$ cat src/rtl/core/tisa_pkg.sv
package tisa_pkg;

  localparam int unsigned DataW  = 8;
  localparam int unsigned RegAw  = 2;
  localparam int unsigned MemAw  = 3;
  localparam int unsigned RegNum = 4;
  localparam int unsigned MemNum = 8;

  localparam logic [DataW-1:0] Reg0Reset = 8'd4;
  localparam logic [DataW-1:0] Reg3Reset = 8'd3;
  localparam logic [RegAw-1:0] Reg0Idx   = 2'd0;
  localparam logic [RegAw-1:0] Reg1Idx   = 2'd1;
  localparam logic [RegAw-1:0] Reg3Idx   = 2'd3;

  // Codes of the mapped register numbering.
  localparam logic [RegAw-1:0] MapR0Code = 2'b01;
  localparam logic [RegAw-1:0] MapR1Code = 2'b11;

  typedef enum logic [2:0] {
    OP_ADD = 3'd0,
    OP_MOV = 3'd1,
    OP_SUB = 3'd2,
    OP_LD  = 3'd3,
    OP_ST  = 3'd4,
    OP_JMP = 3'd5,
    OP_JZ  = 3'd6,
    OP_HLT = 3'd7
  } opcode_e;

  typedef struct packed {
    logic             en;
    logic [RegAw-1:0] addr;
    logic [DataW-1:0] data;
  } rf_wr_t;

  typedef struct packed {
    logic             en;
    logic [MemAw-1:0] addr;
    logic [DataW-1:0] data;
  } mem_wr_t;

  typedef struct packed {
    logic [DataW-1:0] next_pc;
    logic             reg_written;
    logic [RegAw-1:0] reg_index;
    logic [DataW-1:0] reg_value;
    logic             mem_written;
    logic [MemAw-1:0] mem_addr;
    logic [DataW-1:0] mem_value;
    logic             jumped;
    logic             halted;
  } result_t;

  function automatic logic [DataW-1:0] reg_reset_val(input logic [RegAw-1:0] idx);
    logic [DataW-1:0] val;
    case (idx)
      Reg0Idx: val = Reg0Reset;
      Reg3Idx: val = Reg3Reset;
      default: val = '0;
    endcase
    return val;
  endfunction

  function automatic logic [RegAw-1:0] map_reg(input logic mode,
                                               input logic [RegAw-1:0] field);
    logic [RegAw-1:0] idx;
    if (!mode) begin
      idx = field;
    end else if (field == MapR1Code) begin
      idx = Reg1Idx;
    end else begin
      // MapR0Code and the two unused codes all land on R0.
      idx = Reg0Idx;
    end
    return idx;
  endfunction

endpackage

$ cat src/rtl/core/tiny_isa_execute_unit.sv
// A taken item is read from the registered memories, then executed into the output register.
// Throughput: one item per cycle unless the output stalls; the register file and data
// memory read ports are registered; the write in execute is forwarded into the next reads.
// Reset: counter 0, halt flag clear, operand_mode 1; R0 reads 4, R3 reads 3, all else 0,
// through per-entry valid bits, so the block is ready in the first cycle after reset.
module tiny_isa_execute_unit (
  input  logic        clk_i,
  input  logic        rst_ni,
  input  logic        s_axis_tvalid_i,
  output logic        s_axis_tready_o,
  input  logic [7:0]  s_axis_tdata_i,   // [7:0] instruction
  output logic        m_axis_tvalid_o,
  input  logic        m_axis_tready_i,
  // [7:0] next_pc, [9:8] reg_index, [17:10] reg_value, [20:18] mem_addr,
  // [28:21] mem_value, [31:29] zero
  output logic [31:0] m_axis_tdata_o,
  // [0] reg_written, [1] mem_written, [2] jumped, [3] halted
  output logic [3:0]  m_axis_tuser_o,
  input  logic        cfg_valid_i,
  output logic        cfg_ready_o,
  input  logic        cfg_data_i        // operand_mode
);
  import tisa_pkg::*;

  logic             operand_mode_q;
  logic             rd_en;
  logic [RegAw-1:0] raddr_a, raddr_b;
  logic [MemAw-1:0] maddr;
  logic [DataW-1:0] rdata_a, rdata_b, mdata;
  rf_wr_t           rf_wr;
  mem_wr_t          mem_wr;
  result_t          res;

  assign cfg_ready_o = 1'b1;

  always_ff @(posedge clk_i or negedge rst_ni) begin
    if (!rst_ni) begin
      operand_mode_q <= 1'b1;
    end else if (cfg_valid_i) begin
      operand_mode_q <= cfg_data_i;
    end
  end

  tisa_regfile u_regfile (
    .clk_i     (clk_i),
    .rst_ni    (rst_ni),
    .rd_en_i   (rd_en),
    .raddr_a_i (raddr_a),
    .raddr_b_i (raddr_b),
    .wr_i      (rf_wr),
    .rdata_a_o (rdata_a),
    .rdata_b_o (rdata_b)
  );

  tisa_dmem u_dmem (
    .clk_i   (clk_i),
    .rst_ni  (rst_ni),
    .rd_en_i (rd_en),
    .raddr_i (maddr),
    .wr_i    (mem_wr),
    .rdata_o (mdata)
  );

  tisa_exec u_exec (
    .clk_i       (clk_i),
    .rst_ni      (rst_ni),
    .in_valid_i  (s_axis_tvalid_i),
    .in_ready_o  (s_axis_tready_o),
    .instr_i     (s_axis_tdata_i),
    .mode_i      (operand_mode_q),
    .rd_en_o     (rd_en),
    .raddr_a_o   (raddr_a),
    .raddr_b_o   (raddr_b),
    .maddr_o     (maddr),
    .rdata_a_i   (rdata_a),
    .rdata_b_i   (rdata_b),
    .mdata_i     (mdata),
    .rf_wr_o     (rf_wr),
    .mem_wr_o    (mem_wr),
    .out_valid_o (m_axis_tvalid_o),
    .out_ready_i (m_axis_tready_i),
    .out_o       (res)
  );

  assign m_axis_tdata_o = {3'b000, res.mem_value, res.mem_addr, res.reg_value,
                           res.reg_index, res.next_pc};
  assign m_axis_tuser_o = {res.halted, res.jumped, res.mem_written, res.reg_written};

endmodule

$ cat src/rtl/core/tisa_regfile.sv
module tisa_regfile (
  input  logic                            clk_i,
  input  logic                            rst_ni,
  input  logic                            rd_en_i,
  input  logic [tisa_pkg::RegAw-1:0]      raddr_a_i,
  input  logic [tisa_pkg::RegAw-1:0]      raddr_b_i,
  input  tisa_pkg::rf_wr_t                wr_i,
  output logic [tisa_pkg::DataW-1:0]      rdata_a_o,
  output logic [tisa_pkg::DataW-1:0]      rdata_b_o
);
  import tisa_pkg::*;

  logic [DataW-1:0]  mem_q [RegNum];
  logic [RegNum-1:0] valid_q;
  logic [DataW-1:0]  rdata_a_q;
  logic [DataW-1:0]  rdata_b_q;

  // An entry never written reads as its reset value.
  always_ff @(posedge clk_i or negedge rst_ni) begin
    if (!rst_ni) begin
      valid_q <= '0;
    end else if (wr_i.en) begin
      valid_q[wr_i.addr] <= 1'b1;
    end
  end

  always_ff @(posedge clk_i) begin
    if (wr_i.en) begin
      mem_q[wr_i.addr] <= wr_i.data;
    end
  end

  // The write landing at this edge is forwarded into the read register.
  always_ff @(posedge clk_i) begin
    if (rd_en_i) begin
      if (wr_i.en && (wr_i.addr == raddr_a_i)) begin
        rdata_a_q <= wr_i.data;
      end else if (valid_q[raddr_a_i]) begin
        rdata_a_q <= mem_q[raddr_a_i];
      end else begin
        rdata_a_q <= reg_reset_val(raddr_a_i);
      end
      if (wr_i.en && (wr_i.addr == raddr_b_i)) begin
        rdata_b_q <= wr_i.data;
      end else if (valid_q[raddr_b_i]) begin
        rdata_b_q <= mem_q[raddr_b_i];
      end else begin
        rdata_b_q <= reg_reset_val(raddr_b_i);
      end
    end
  end

  assign rdata_a_o = rdata_a_q;
  assign rdata_b_o = rdata_b_q;

endmodule

$ cat src/rtl/core/tisa_dmem.sv
module tisa_dmem (
  input  logic                            clk_i,
  input  logic                            rst_ni,
  input  logic                            rd_en_i,
  input  logic [tisa_pkg::MemAw-1:0]      raddr_i,
  input  tisa_pkg::mem_wr_t               wr_i,
  output logic [tisa_pkg::DataW-1:0]      rdata_o
);
  import tisa_pkg::*;

  logic [DataW-1:0]  mem_q [MemNum];
  logic [MemNum-1:0] valid_q;
  logic [DataW-1:0]  rdata_q;

  always_ff @(posedge clk_i or negedge rst_ni) begin
    if (!rst_ni) begin
      valid_q <= '0;
    end else if (wr_i.en) begin
      valid_q[wr_i.addr] <= 1'b1;
    end
  end

  always_ff @(posedge clk_i) begin
    if (wr_i.en) begin
      mem_q[wr_i.addr] <= wr_i.data;
    end
  end

  always_ff @(posedge clk_i) begin
    if (rd_en_i) begin
      if (wr_i.en && (wr_i.addr == raddr_i)) begin
        rdata_q <= wr_i.data;
      end else if (valid_q[raddr_i]) begin
        rdata_q <= mem_q[raddr_i];
      end else begin
        rdata_q <= '0;
      end
    end
  end

  assign rdata_o = rdata_q;

endmodule

$ cat src/rtl/core/tisa_exec.sv
module tisa_exec (
  input  logic                            clk_i,
  input  logic                            rst_ni,
  input  logic                            in_valid_i,
  output logic                            in_ready_o,
  input  logic [7:0]                      instr_i,
  input  logic                            mode_i,
  output logic                            rd_en_o,
  output logic [tisa_pkg::RegAw-1:0]      raddr_a_o,
  output logic [tisa_pkg::RegAw-1:0]      raddr_b_o,
  output logic [tisa_pkg::MemAw-1:0]      maddr_o,
  input  logic [tisa_pkg::DataW-1:0]      rdata_a_i,
  input  logic [tisa_pkg::DataW-1:0]      rdata_b_i,
  input  logic [tisa_pkg::DataW-1:0]      mdata_i,
  output tisa_pkg::rf_wr_t                rf_wr_o,
  output tisa_pkg::mem_wr_t               mem_wr_o,
  output logic                            out_valid_o,
  input  logic                            out_ready_i,
  output tisa_pkg::result_t               out_o
);
  import tisa_pkg::*;

  logic             accept;
  logic             advance;
  logic             s1_valid_q;
  opcode_e          opcode_q;
  logic [RegAw-1:0] rd_q;
  logic [MemAw-1:0] op2_q;
  logic [DataW-1:0] pc_q, pc_d;
  logic             halt_q, halt_d;
  logic             out_valid_q;
  result_t          out_q;
  result_t          res;
  logic             jmp;

  assign advance    = s1_valid_q && (!out_valid_q || out_ready_i);
  assign in_ready_o = !s1_valid_q || advance;
  assign accept     = in_valid_i && in_ready_o;

  // Read addresses go to the memories in the cycle the item is taken.
  assign rd_en_o   = accept;
  assign raddr_a_o = map_reg(mode_i, instr_i[4:3]);
  assign raddr_b_o = instr_i[1:0];
  assign maddr_o   = instr_i[2:0];

  always_ff @(posedge clk_i) begin
    if (accept) begin
      opcode_q <= opcode_e'(instr_i[7:5]);
      rd_q     <= map_reg(mode_i, instr_i[4:3]);
      op2_q    <= instr_i[2:0];
    end
  end

  always_comb begin
    res    = '0;
    jmp    = 1'b0;
    halt_d = halt_q;
    if (halt_q) begin
      res.next_pc = pc_q;
      res.halted  = 1'b1;
      pc_d        = pc_q;
    end else begin
      unique case (opcode_q)
        OP_ADD: begin
          res.reg_written = 1'b1;
          res.reg_index   = rd_q;
          res.reg_value   = rdata_a_i + rdata_b_i;
        end
        OP_MOV: begin
          res.reg_written = 1'b1;
          res.reg_index   = rd_q;
          res.reg_value   = {{(DataW-MemAw){1'b0}}, op2_q};
        end
        OP_SUB: begin
          res.reg_written = 1'b1;
          res.reg_index   = rd_q;
          res.reg_value   = rdata_a_i - rdata_b_i;
        end
        OP_LD: begin
          res.reg_written = 1'b1;
          res.reg_index   = rd_q;
          res.reg_value   = mdata_i;
          res.mem_addr    = op2_q;
        end
        OP_ST: begin
          res.mem_written = 1'b1;
          res.mem_addr    = op2_q;
          res.mem_value   = rdata_a_i;
        end
        OP_JMP: jmp = 1'b1;
        OP_JZ: begin
          res.reg_index = rd_q;
          jmp           = (rdata_a_i == '0);
        end
        OP_HLT: halt_d = 1'b1;
        default: ;
      endcase
      pc_d        = jmp ? {{(DataW-MemAw){1'b0}}, op2_q} : pc_q + 8'd1;
      res.next_pc = pc_d;
      res.jumped  = jmp;
      res.halted  = halt_d;
    end
  end

  assign rf_wr_o.en    = advance && res.reg_written;
  assign rf_wr_o.addr  = res.reg_index;
  assign rf_wr_o.data  = res.reg_value;
  assign mem_wr_o.en   = advance && res.mem_written;
  assign mem_wr_o.addr = op2_q;
  assign mem_wr_o.data = rdata_a_i;

  always_ff @(posedge clk_i or negedge rst_ni) begin
    if (!rst_ni) begin
      s1_valid_q  <= 1'b0;
      out_valid_q <= 1'b0;
      pc_q        <= '0;
      halt_q      <= 1'b0;
    end else begin
      if (accept) begin
        s1_valid_q <= 1'b1;
      end else if (advance) begin
        s1_valid_q <= 1'b0;
      end
      if (advance) begin
        out_valid_q <= 1'b1;
        pc_q        <= pc_d;
        halt_q      <= halt_d;
      end else if (out_ready_i) begin
        out_valid_q <= 1'b0;
      end
    end
  end

  always_ff @(posedge clk_i) begin
    if (advance) begin
      out_q <= res;
    end
  end

  assign out_valid_o = out_valid_q;
  assign out_o       = out_q;

endmodule

$ cat config.mk
export PLATFORM = sky130hd
export DESIGN_NAME = tiny_isa_execute_unit
export DESIGN_NICKNAME = d
export VERILOG_FILES = /design/src/rtl/core/tisa_pkg.sv /design/src/rtl/core/tiny_isa_execute_unit.sv /design/src/rtl/core/tisa_regfile.sv /design/src/rtl/core/tisa_dmem.sv /design/src/rtl/core/tisa_exec.sv
export SDC_FILE = /design/constraint.sdc
export NUM_CORES = 1
export LEC_CHECK = 0
export BUFFER_PORTS_ARGS = -buffer_cell sky130_fd_sc_hd__buf_2
export CAP_MARGIN = 10
export CELL_PAD_IN_SITES_DETAIL_PLACEMENT = 1
export CELL_PAD_IN_SITES_GLOBAL_PLACEMENT = 1
export CORE_MARGIN = 4
export CORE_UTILIZATION = 57
export CTS_BUF_LIST = sky130_fd_sc_hd__clkbuf_4 sky130_fd_sc_hd__clkbuf_8
export CTS_CLUSTER_DIAMETER = 120
export DETAILED_ROUTE_END_ITERATION = 7
export PLACE_DENSITY = 0.85
export SLEW_MARGIN = 20
export SYNTH_ARGS = -nofsm -noshare
export SYNTH_HDL_FRONTEND = slang
export SYNTH_HIERARCHICAL = 1
export SYNTH_SLANG_ARGS = --single-unit
$ cat constraint.sdc
create_clock -name clk_i -period 8.1 [get_ports clk_i]
set_clock_uncertainty 0.05 [all_clocks]
set_input_delay 0.405 -clock clk_i [delete_from_list [all_inputs] [get_ports clk_i]]
set_output_delay 0.405 -clock clk_i [all_outputs]
set_load 0.005 [all_outputs]
# After elaboration in Yosys (flattened, before gate mapping)

Memories as Yosys holds them, arrays and structs flattened.
Cells that the tools add are included.

Flip-flop bits (word level): 89
Memory bits (writable): 96
Output and inout bits: 39
Word-level logic and storage cells: 116
Memories: 2

Add/subtract/negate cells: 3
Magnitude comparators: 7
Eq/ne operators: 13
Multiplexer cells: 41
Bitwise gates (word level): 4
Reduce and logical (&&, ||, !) cells: 24

Memory list:

| name            | words | bits a word | rd ports | clocked after Yosys merged registers in | write ports | line               | source |
|---|---|---|---|---|---|---|---|
| u_dmem.mem_q    | 8     | 8           | 1        | 0                                       | 1           | tisa_dmem.sv:11    | `logic [DataW-1:0] mem_q [MemNum];` |
| u_regfile.mem_q | 4     | 8           | 2        | 0                                       | 1           | tisa_regfile.sv:13 | `logic [DataW-1:0] mem_q [RegNum];` |

Operator list:

| operator              | number |
|---|---|
| $mux W8               | 9 |
| $pmux W8 S4           | 1 |
| $mux W24              | 1 |
| $mux W1               | 19 |
| $eq A3 B3 Y1 const B  | 4 |
| $pmux W3 S2           | 2 |
| $logic_and A1 B1 Y1   | 9 |
| $lt A2 B3 Y1 const B  | 3 |
| $add A8 B1 Y8 const B | 1 |
| $add A8 B8 Y8         | 1 |
| $logic_not A8 Y1      | 1 |
| $lt A3 B4 Y1 const B  | 2 |
| $or A8 B8 Y8          | 1 |
| $sub A8 B8 Y8         | 1 |
| $eq A2 B2 Y1 const B  | 3 |
| $eq A3 B2 Y1 const B  | 2 |
| $reduce_or A2 Y1      | 3 |
| $reduce_or A5 Y1      | 1 |
| $bmux W1 S2           | 2 |
| $eq A2 B2 Y1          | 2 |
| $logic_not A2 Y1      | 2 |
| $mux W2               | 2 |
| $or A4 B4 Y4          | 1 |
| $reduce_bool A2 Y1    | 2 |
| 14 further kinds      | 17 |

# Logic depth before layout (Yosys ltp)

Gate-level depths: netlist (run 1).

Depth after elaboration: 9
Mapped depth: 13
Mapped depth without buffers: 12

# By module

The synthesis (run 1) kept the hierarchy.

Modules (own cells, without submodules):

| module                | times used | cells an instance | area an instance (µm²) | sequential area each (µm²) |
|---|---|---|---|---|
| tisa_dmem             | 1          | 159               | 3160.5                 | 2362.3 |
| tisa_exec             | 1          | 259               | 2896.5                 | 1506.4 |
| tisa_regfile          | 1          | 138               | 2452.4                 | 1541.5 |
| tiny_isa_execute_unit | 1          | 8                 | 78.8                   | 26.3 |

# Worst setup path before layout (run 1)

Ideal clock, no wire load.

Path type: register to register
From: register u_exec.opcode_q[2]
To: register u_regfile.rdata_a_q[7] (netlist: u_regfile/rdata_a_o[7]) (data pin)
Setup time: 0.146 ns
Data arrival time: 3.118 ns
Slack: 4.786 ns
Cell stages (with the launch flop): 13
Clock period less this slack: 3.314 ns
Cell sequence: edfxtp_1 buf_2 nor3b_1 mux2_2 inv_1 ha_1 nor2b_1 o31ai_1 a31oi_1 or3_1 a311oi_1 buf_4 o2bb2ai_1

RTL lines:

| item                   | line               | source |
|---|---|---|
| start, declared        | tisa_exec.sv:26    | `opcode_e opcode_q;` |
| start signal, assigned | tisa_exec.sv:48    | `opcode_q <= opcode_e'(instr_i[7:5]);` |
| end signal, assigned   | tisa_regfile.sv:37 | `rdata_a_q <= wr_i.data;` |
| end signal, assigned   | tisa_regfile.sv:39 | `rdata_a_q <= mem_q[raddr_a_i];` |
| end signal, assigned   | tisa_regfile.sv:41 | `rdata_a_q <= reg_reset_val(raddr_a_i);` |
| end, declared          | tisa_regfile.sv:15 | `logic [DataW-1:0] rdata_a_q;` |

==> impl_metrics.csv, run 1 <==
group,metric,value,unit
detailed_routing,detailedRoute.firstIterationViolations,477,
critical_path,critPathLaunchType,"flip-flop",
clocking,ctsHoldBuffers,1,
critical_path,worstPathArrival,4800,ps
yosys,synth_top_area_cell,"edfxtp_1",
critical_path,cp.required,8340,ps
yosys,synth_top_area_share,56.3,%
detailed_routing,antenna_left,0,
clocking,cts_root_buffer,"clkbuf_8",
die,fp.dieW,131,microns
finish,layout-drive-gt1-share,24.0,%
critical_path,r2r-start,"u_exec/opcode_q[0]",
power_and_ir_drop,p_sw_share,27.9,%
critical_path,slowest_stage,"nor3b_1",
clocking,cts_sinks,185,
die,die_h,131,microns
clocking,clk_pin_slew,90,ps
die,row_count,44,
yosys,ys_warn_count,6,
finish,diodes,0,
timing,fin_setup_tns,0,ps
yosys,ys_seq_area_share,63.3,%
critical_path,critPathMaxFanout,14,
power_and_ir_drop,p_leak,3.37,nW
yosys,synthDistinctLibCells,70,
worst_hold_path,min_path_type,"in -> reg",
clocking,cts_resized,0,
detailed_routing,routed_wl,20.8,mm
power_and_ir_drop,ir_drop,0.000123,V
detailed_routing,vias,5170,
yosys,async_reset_ff_share,13.0,%
flow_run,drv_cap,0,
power_and_ir_drop,power_frac_comb,16.5,%
clocking,cts_tree,"done",
yosys,synthTopCellsByArea,"edfxtp_1 (56%), dfrtp_1 (6.7%), mux4_2 (6.3%)",
power_and_ir_drop,netSwitchingPower,0.587,mW
finish,multi_input_area,2740,sq um
yosys,synth-seq-cells,185,
critical_path,cp-startpoint,"u_exec/opcode_q[0]",
finish,final_cell_mix,"edfxtp_1 (161), buf_2 (48), nand2_1 (28), inv_1 (28), mux4_2 (24)",
grt,grt_usage,25.5,%
yosys,synth_enable_flop_cells,161,
finish,fin_nets,620,
clocking,cts_max_level,4,
power_and_ir_drop,intPower,1.52,mW
timing,fin_crit,4560,ps
finish,final_common_cell,"edfxtp_1",
grt,grt_pass1_vias,5399,
timing,worst_slew_pin_slew,1110,ps
timing,final-setup-viol-count,0,
detailed_routing,dr.pass1.iters,5,
grt,grt_pass1_wl,31.7,mm
clocking,numCtsBuffers,17,
place,io_buffers,48,
critical_path,crit_chain,"nor3b_1 -> mux2_2 -> inv_1 -> ha_1 -> nor2b_1 -> o31ai_1 -> a31oi_1 -> or3_1 -> a311oi_1 -> o2bb2ai_1",
die,ioPinCount,53,
clocking,clockBufferDepth,2,
power_and_ir_drop,power.total,2.10,mW
die,floorplan.die_area,17100,sq um
yosys,netlist_instances,564,
power_and_ir_drop,seq_power_share,57.2,%
place,post-place-ws,3690,ps
die,core-area,14600,sq um
timing,final_hold_viol_count,0,
yosys,synthFlopType,"edfxtp_1",
grt,grt_max_degree,38,
critical_path,slowest_delay,810,ps
grt,grt-ovfl-total,0,
detailed_routing,post-route-drc-count,0,
finish,n_fill_cell,1331,
timing,rsz0062_at_grt,"false",
timing,timing.final.crit_share,56.3,%
clocking,cts_setup_buffers,0,
die,start_util,58.6,%
timing,slew_headroom,26.0,%
yosys,synth_area,8590,sq um
grt,antenna_found_initial,0,
timing,finalMaxSlewViolations,0,
critical_path,end_kind,"flip-flop",
finish,areaGrowthSynthToFinish,6.69,%
worst_hold_path,min-delay-start,"s_axis_tdata_i[7]",
yosys,avgSynthCellArea,15.2,sq um
detailed_routing,vias_per_cell,6.53,
timing,layout_setup_ws,3540,ps
detailed_routing,wire_per_inst,26.2,microns
timing,fmax,219,MHz
power_and_ir_drop,clock_power_share,26.2,%
clocking,clk_latency,470,ps
outcome,status,"completed",
finish,seqCellArea,5440,sq um
critical_path,criticalPathCategory,"reg -> reg",
place,gp_routability_congestion,0.879,
power_and_ir_drop,powerDensity,230,nW/um^2
place,dp_hpwl,13.8,mm
-- worst max-delay path, delay by kind of cell, from the launching register on --
family | cells | cell delay, ps
compound gates | 4 | 1660
simple gates | 3 | 1300
flops | 1 | 600
mux | 1 | 460
fa+ha+maj | 1 | 220
buf+inv | 1 | 80
-- cells in the mapped netlist, types with 3 or more instances --
cell type / number
edfxtp_1: 161
buf_4: 28
inv_1: 28
nand2_1: 28
mux4_2: 24
dfrtp_1: 23
a21oi_1: 18
nor2_1: 18
xnor2_1: 14
mux2i_1: 13
nor3_1: 13
or2_2: 13
mux4_1: 11
nand2b_1: 11
o21ai_1: 10
o2bb2ai_1: 10
and3_1: 9
ha_1: 9
and2_1: 8
o21ai_0: 7
buf_2: 6
buf_6: 6
mux2_2: 6
nor2b_1: 6
a31oi_1: 5
o21a_1: 5
a211oi_1: 4
a2bb2oi_1: 4
clkbuf_1: 4
nand3_1: 4
nor3b_1: 3
or3_1: 3
-- final cells by class --
type / count / share of cell area [%]
Multi-Input combinational cell: 306 / 29.9
Inverter: 30 / 1.23
Clock inverter: 14 / 1.17
Timing Repair Buffer: 56 / 3.30
Sequential cell: 185 / 59.3
Clock buffer: 17 / 2.55
Tap cell: 184 / 2.51
-- worst paths after layout --
kind / to / slack (ps) / depth (start not counted)
min in group asynchronous: u_exec/s1_valid_q / 470 / 2
min: u_exec/opcode_q[2] / 80 / 1
min reg2reg: u_dmem/valid_q[0] / 420 / 1
max reg2reg: u_regfile/rdata_b_o[7] / 3540 / 10
max in group asynchronous: u_dmem/valid_q[0] / 7070 / 2
max: u_regfile/rdata_b_o[7] / 3540 / 10
-- flip-flops by register name, indices dropped and copies added (netlist names), 2 cells and up --
name                 count
u_exec/opcode_q          3
u_regfile/valid_q        4
u_exec/out_o            33
u_exec/pc_q              8
u_dmem/valid_q           8
u_dmem/mem_q            64
u_regfile/rdata_b_o      8
u_exec/op2_q             3
u_dmem/rdata_o           8
u_regfile/mem_q         32
u_regfile/rdata_a_o      8
u_exec/rd_q              2
-- cells by family (layout without fill, tap and decap cells) --
kind of cell	count (synthesis)	after routing	share of synthesized area, %
multiplexers	57	57	12.4
flip-flops	185	185	63.3
XOR/XNOR	18	18	2.01
other	2	4	0.0874
buffers and inverters	75	117	5.11
AO/OA/AOI/OAI	85	85	6.95
AND/OR/NAND/NOR	132	132	8.55
adder cells (fa/ha/maj)	10	10	1.54
-- metrics by stage --
step           util, %  hold WS (ps)  instance area [sq um]  instances
2_1_floorplan        -          59.4                   8600        566
3_3_place_gp      60.1           391                   8810        760
3_5_place_dp      60.1           401                   8810        760
4_1_cts           62.5          60.8                   9160        792
5_1_grt           62.6          46.3                   9160        792
6_report          62.6          84.0                   9160        792
-- metal layers --
| metal | GRT usage, % | vias to the layer above | part of all wire (%) |
|---|---|---|---|
| met2 | 43.4 | 242 | 53 |
| met5 | 0 | - | 0 |
| met1 | 33.3 | 2710 | 40 |
| met3 | 5.28 | 31 | 6.3 |
| li1 | - | 2187 | - |
| met4 | 7.80 | 0 | 1.6 |
-- power by group through the flow --
stage	registers, mW	clock network [mW]	logic [mW]
final	1.20	0.551	0.348
after global routing	1.21	0.608	0.376
after CTS	1.20	0.564	0.343
after detailed placement	1.22	0	0.331
after global placement	1.21	0	0.304
after floorplan	1.19	0	0.255
No activity file was read; power rests on OpenSTA's default activity.
==> run 2, diff against run 1 <==
CORE_UTILIZATION = 53   (was 57)
PLACE_DENSITY = 0.8   (was 0.85)
clock period = 4.6 ns   (was 8.1 ns; I/O delays follow)
==> run 2 against run 1 <==
Combinational power increased by 68%; sequential share of layout area shrank 1.2 points; first-iteration DRC count shrank 17%; largest power group unchanged; critical path type unchanged; count of clock-buffer cells in the layout is 2 higher; maximum frequency grew 26%.
==> impl_metrics.csv, run 2 (synthesis gave the netlist of run 1 again) <==
group,metric,value,unit
outcome,status,"completed",
die,start_util,54.1,%
critical_path,crit_chain,"nor3b_1 -> buf_4 -> mux2_2 -> inv_1 -> ha_1 -> nor2b_1 -> o31ai_1 -> a31oi_1 -> or3_1 -> a311oi_1 -> buf_4 -> o2bb2ai_1",
detailed_routing,wire_per_inst,23.7,microns
critical_path,slowest_delay,600,ps
finish,diodes,0,
timing,final-setup-viol-count,0,
die,ioPinCount,53,
grt,grt_pass1_vias,5342,
detailed_routing,post-route-drc-count,0,
place,gp_routability_congestion,0.824,
clocking,cts_root_buffer,"clkbuf_8",
critical_path,cp.required,4860,ps
flow_run,drv_cap,0,
detailed_routing,dr.pass1.iters,5,
timing,worst_slew_pin_slew,1070,ps
critical_path,cp-startpoint,"u_exec/opcode_q[0]",
finish,multi_input_area,2730,sq um
timing,fin_setup_tns,0,ps
power_and_ir_drop,ir_drop,0.000257,V
die,die_h,135,microns
die,core-area,15900,sq um
critical_path,crit_buf_inv,3,
timing,finalMaxSlewViolations,0,
finish,final_cell_mix,"edfxtp_1 (161), buf_2 (48), nand2_1 (28), inv_1 (28), mux4_2 (24)",
clocking,cts_max_level,4,
grt,grt_usage,22.8,%
critical_path,criticalPathCategory,"reg -> reg",
detailed_routing,antenna_left,0,
critical_path,slowest_stage,"edfxtp_1",
critical_path,reg2reg_depth,12,
critical_path,path_delay_family,"compound AO/OA/AOI/OAI gates",
worst_hold_path,min-delay-start,"s_axis_tdata_i[2]",
power_and_ir_drop,powerDensity,407,nW/um^2
timing,fin_crit,3620,ps
clocking,numCtsBuffers,17,
critical_path,crit_cells,12,
finish,layout-drive-gt1-share,24.2,%
detailed_routing,detailedRoute.firstIterationViolations,396,
critical_path,end_kind,"flip-flop",
worst_hold_path,min_path_type,"in -> reg",
critical_path,critPathLaunchType,"flip-flop",
clocking,cts_tree,"done",
grt,grt-ovfl-total,0,
power_and_ir_drop,power.total,3.80,mW
clocking,clockBufferDepth,2,
power_and_ir_drop,p_leak,3.45,nW
critical_path,r2r-start,"u_exec/opcode_q[0]",
place,io_buffers,48,
grt,antenna_found_initial,0,
die,row_count,46,
timing,rsz0062_at_grt,"false",
finish,areaGrowthSynthToFinish,8.86,%
timing,timing.final.crit_share,78.7,%
worst_hold_path,whs_path_depth,1,
detailed_routing,routed_wl,19.8,mm
timing,fmax,276,MHz
clocking,clk_latency,460,ps
finish,seqCellArea,5440,sq um
finish,fin_nets,630,
critical_path,worstPathArrival,3880,ps
clocking,clk_pin_slew,90,ps
finish,top_register,"u_dmem/mem_q",
critical_path,path_common_cell,"buf_4",
detailed_routing,vias_per_cell,6.04,
timing,final_hold_viol_count,0,
timing,slew_headroom,28.2,%
detailed_routing,vias,5044,
grt,grt_max_degree,38,
finish,n_fill_cell,1522,
critical_path,critPathMaxFanout,14,
finish,largest_register_ffs,64,
die,floorplan.die_area,18300,sq um
grt,grt_pass1_wl,31.1,mm
die,fp.dieW,135,microns
place,dp_hpwl,13.2,mm
clocking,cts_sinks,185,
finish,final_common_cell,"edfxtp_1",
clocking,cts_setup_buffers,0,
[run 2: where the power goes]
part	total (mW)	leakage (nW)	internal [mW]	switching (mW)
combinational	0.584	1.44	0.271	0.313
sequential	2.12	1.81	1.99	0.131
clock	1.10	0.197	0.544	0.555
total	3.80	3.45	2.80	0.999
[run 2: metrics by stage]
| stage | hold slack [ps] | cells | setup WS (ps) | utilization [%] | area, sq um |
|---|---|---|---|---|---|
| floorplan | -116 | 566 | 1290 | - | 8600 |
| global placement | 250 | 795 | 1190 | 55.8 | 8870 |
| detailed placement | 247 | 795 | 1050 | 55.8 | 8870 |
| CTS | 131 | 835 | 1000 | 58.9 | 9350 |
| global route | 128 | 835 | 741 | 58.9 | 9350 |
| finish | 162 | 835 | 981 | 58.9 | 9350 |
[run 2: cell type report]
type                       count  area share (%)
tap                          216            2.89
clock buffer                  19            2.66
inverter                      30            1.20
multi-input combinational    306            29.2
sequential                   185            58.2
timing repair buffer          66            4.23
clock inverter                13            1.62
[run 2: per-layer routing]
layer / track usage (%) / wire, microns
met3: 4.98 / 1010
met1: 30.6 / 8280
met5: 0 / 0
met2: 38.5 / 10200
met4: 5.71 / 298
[run 2: worst register-to-register path: stages, from the launching register on]
cell and delay [ps]:
edfxtp_1 600, nor3b_1 260, buf_4 180, mux2_2 370, inv_1 70, ha_1 210, nor2b_1 140, o31ai_1 430
a31oi_1 200, or3_1 330, a311oi_1 310, buf_4 210, o2bb2ai_1 120
[run 2: timing repair]
item / 4_1_cts / 5_1_grt
endpoints found under the hold margin: 29 / 0
setup endpoints to repair: 0 / 0
gates resized for setup: 0 / 0
hold buffers: 8 / 0
[run 2: final timing paths]
kind                                               end  slack [ps]
worst max-delay path            u_regfile/rdata_b_o[7]         980
max in group asynchronous            u_dmem/valid_q[3]        3760
min in group asynchronous               u_exec/pc_q[5]         270
worst min register to register       u_dmem/valid_q[4]         420
worst min-delay path                   u_exec/op2_q[2]         160
worst max register to register  u_regfile/rdata_b_o[7]         980
==> run 3, diff against run 2 <==
CORE_UTILIZATION = 48   (was 53)
PLACE_DENSITY = 0.76   (was 0.8)
clock period = 3.3 ns   (was 4.6 ns; I/O delays follow)
==> run 3 against run 2 <==
Final area is 2.2% higher; register-to-register slack worse by 880 ps; wire length grew 0.73%; final cell count up 3.8%; count of clock-buffer cells in the layout shrank 2.
==> impl_metrics.csv, run 3 (synthesis gave the netlist of run 1 again) <==
group,metric,value,unit
place,io_buffers,48,
detailed_routing,antenna_left,0,
clocking,cts_root_buffer,"clkbuf_8",
critical_path,worstPathArrival,3440,ps
detailed_routing,dr.pass1.iters,5,
timing,worst_slew_pin_slew,714,ps
detailed_routing,vias,5083,
grt,grt_usage,20.7,%
die,row_count,48,
place,dp_hpwl,13.8,mm
timing,slew_headroom,52.4,%
clocking,numCtsBuffers,17,
critical_path,cp.required,3540,ps
finish,finalInstanceArea,9550,sq um
clocking,cts_tree,"done",
timing,timing.final.crit_share,96.9,%
critical_path,end_kind,"flip-flop",
grt,grt_pass1_vias,5530,
timing,layout_setup_ws,103,ps
detailed_routing,vias_per_cell,5.86,
die,core-area,17400,sq um
worst_hold_path,min_path_type,"in -> reg",
timing,fin_crit,3200,ps
finish,largest_register_ffs,64,
timing,finalMaxSlewViolations,0,
die,fp.dieW,142,microns
die,die_h,142,microns
die,start_util,49.3,%
timing,fin_setup_tns,0,ps
place,dpl_cell_area,9040,sq um
finish,layout-drive-gt1-share,27.4,%
place,post-place-ws,51.7,ps
detailed_routing,routed_wl,20.0,mm
clocking,clockBufferDepth,2,
finish,final_cell_mix,"edfxtp_1 (161), buf_2 (48), buf_4 (31)",
clocking,clk_pin_slew,90,ps
finish,diodes,0,
finish,areaGrowthSynthToFinish,11.2,%
outcome,status,"completed",
grt,grt_max_degree,38,
critical_path,criticalPathCategory,"reg -> reg",
timing,final-setup-viol-count,0,
grt,grt-ovfl-total,0,
die,ioPinCount,53,
place,gp_routability_congestion,0.866,
grt,antenna_found_initial,0,
timing,rsz0062_at_grt,"true",
timing,fmax,313,MHz
grt,grt_pass1_wl,31.5,mm
clocking,cts_sinks,185,
power_and_ir_drop,powerDensity,556,nW/um^2
power_and_ir_drop,p_leak,3.56,nW
finish,top_register,"u_dmem/mem_q",
flow_run,drv_cap,0,
timing,final_hold_viol_count,0,
critical_path,critPathLaunchType,"flip-flop",
die,floorplan.die_area,20100,sq um
critical_path,critPathMaxFanout,7,
clocking,cts_max_level,4,
detailed_routing,detailedRoute.firstIterationViolations,409,
finish,fin_nets,653,
detailed_routing,post-route-drc-count,0,
detailed_routing,wire_per_inst,23.0,microns
finish,final_common_cell,"edfxtp_1",
power_and_ir_drop,ir_drop,0.000286,V
clocking,clk_latency,460,ps
==> run 3: where the power goes <==
part           switching [mW]  internal (mW)
sequential              0.164           2.77
combinational           0.477          0.398
clock                   0.821          0.684
==> run 3: repair_timing <==
| item | 4_1_cts | 5_1_grt |
|---|---|---|
| hold buffers | 9 | 0 |
| gates resized for setup | 1 | 1 |
| endpoints found under the hold margin | 29 | 0 |
| endpoints found under the setup margin | 1 | 4 |
| cloned | 0 | 0 |
| setup buffers | 0 | 1 |
| pin swaps | 0 | 1 |
==> run 3: worst paths after layout <==
path / start / to / slack, ps / cells past startpoint
hold reg to reg: u_dmem/valid_q[0] / u_dmem/valid_q[0] / 420 / 1
min in group asynchronous: rst_ni / u_exec/pc_q[3] / 250 / 2
hold / removal: s_axis_tdata_i[2] / u_exec/op2_q[2] / 100 / 1
setup / recovery: u_exec/opcode_q[2] / u_regfile/rdata_b_o[7] / 100 / 11
setup reg to reg: u_exec/opcode_q[2] / u_regfile/rdata_b_o[7] / 100 / 11
max in group asynchronous: rst_ni / u_dmem/valid_q[0] / 2500 / 2
==> run 3: worst max-delay path, cell delays in order, from the launching register on <==
cell and delay [ps]:
edfxtp_1 420, nor3b_2 260, mux2_2 400, inv_1 80, ha_1 220, nor2b_1 150, o31ai_2 280, a31oi_1 160
or3_1 360, a311oi_2 310, buf_4 200, o2bb2ai_1 140
==> run 3: area by class of cell <==
class | instances | area, sq um
fillers | 1675 | 7870
repair buffers | 89 | 583
multi-input cells | 306 | 2740
well taps | 225 | 282
clock inverters | 15 | 163
flip-flops and latches | 185 | 5440
clock buffers | 17 | 234
inverters | 30 | 113
==> run 3: stage by stage <==
stage          total power, mW  hold slack (ps)  instances  util, %
2_1_floorplan             3.54             -181        566        -
3_3_place_gp              3.76              190        825     51.9
3_5_place_dp              3.84              221        825     51.9
4_1_cts                   5.35             80.6        866     54.8
5_1_grt                   5.57             80.8        867     54.8
6_report                  5.31              102        867     54.8
==> run 3: metal layers <==
layer	GRT usage (%)	vias to the layer above	wire, microns
li1	-	2260	-
met1	27.0	2660	8530
met2	35.5	133	10200
met3	3.51	30	877
met4	6.72	0	362
met5	0	-	0
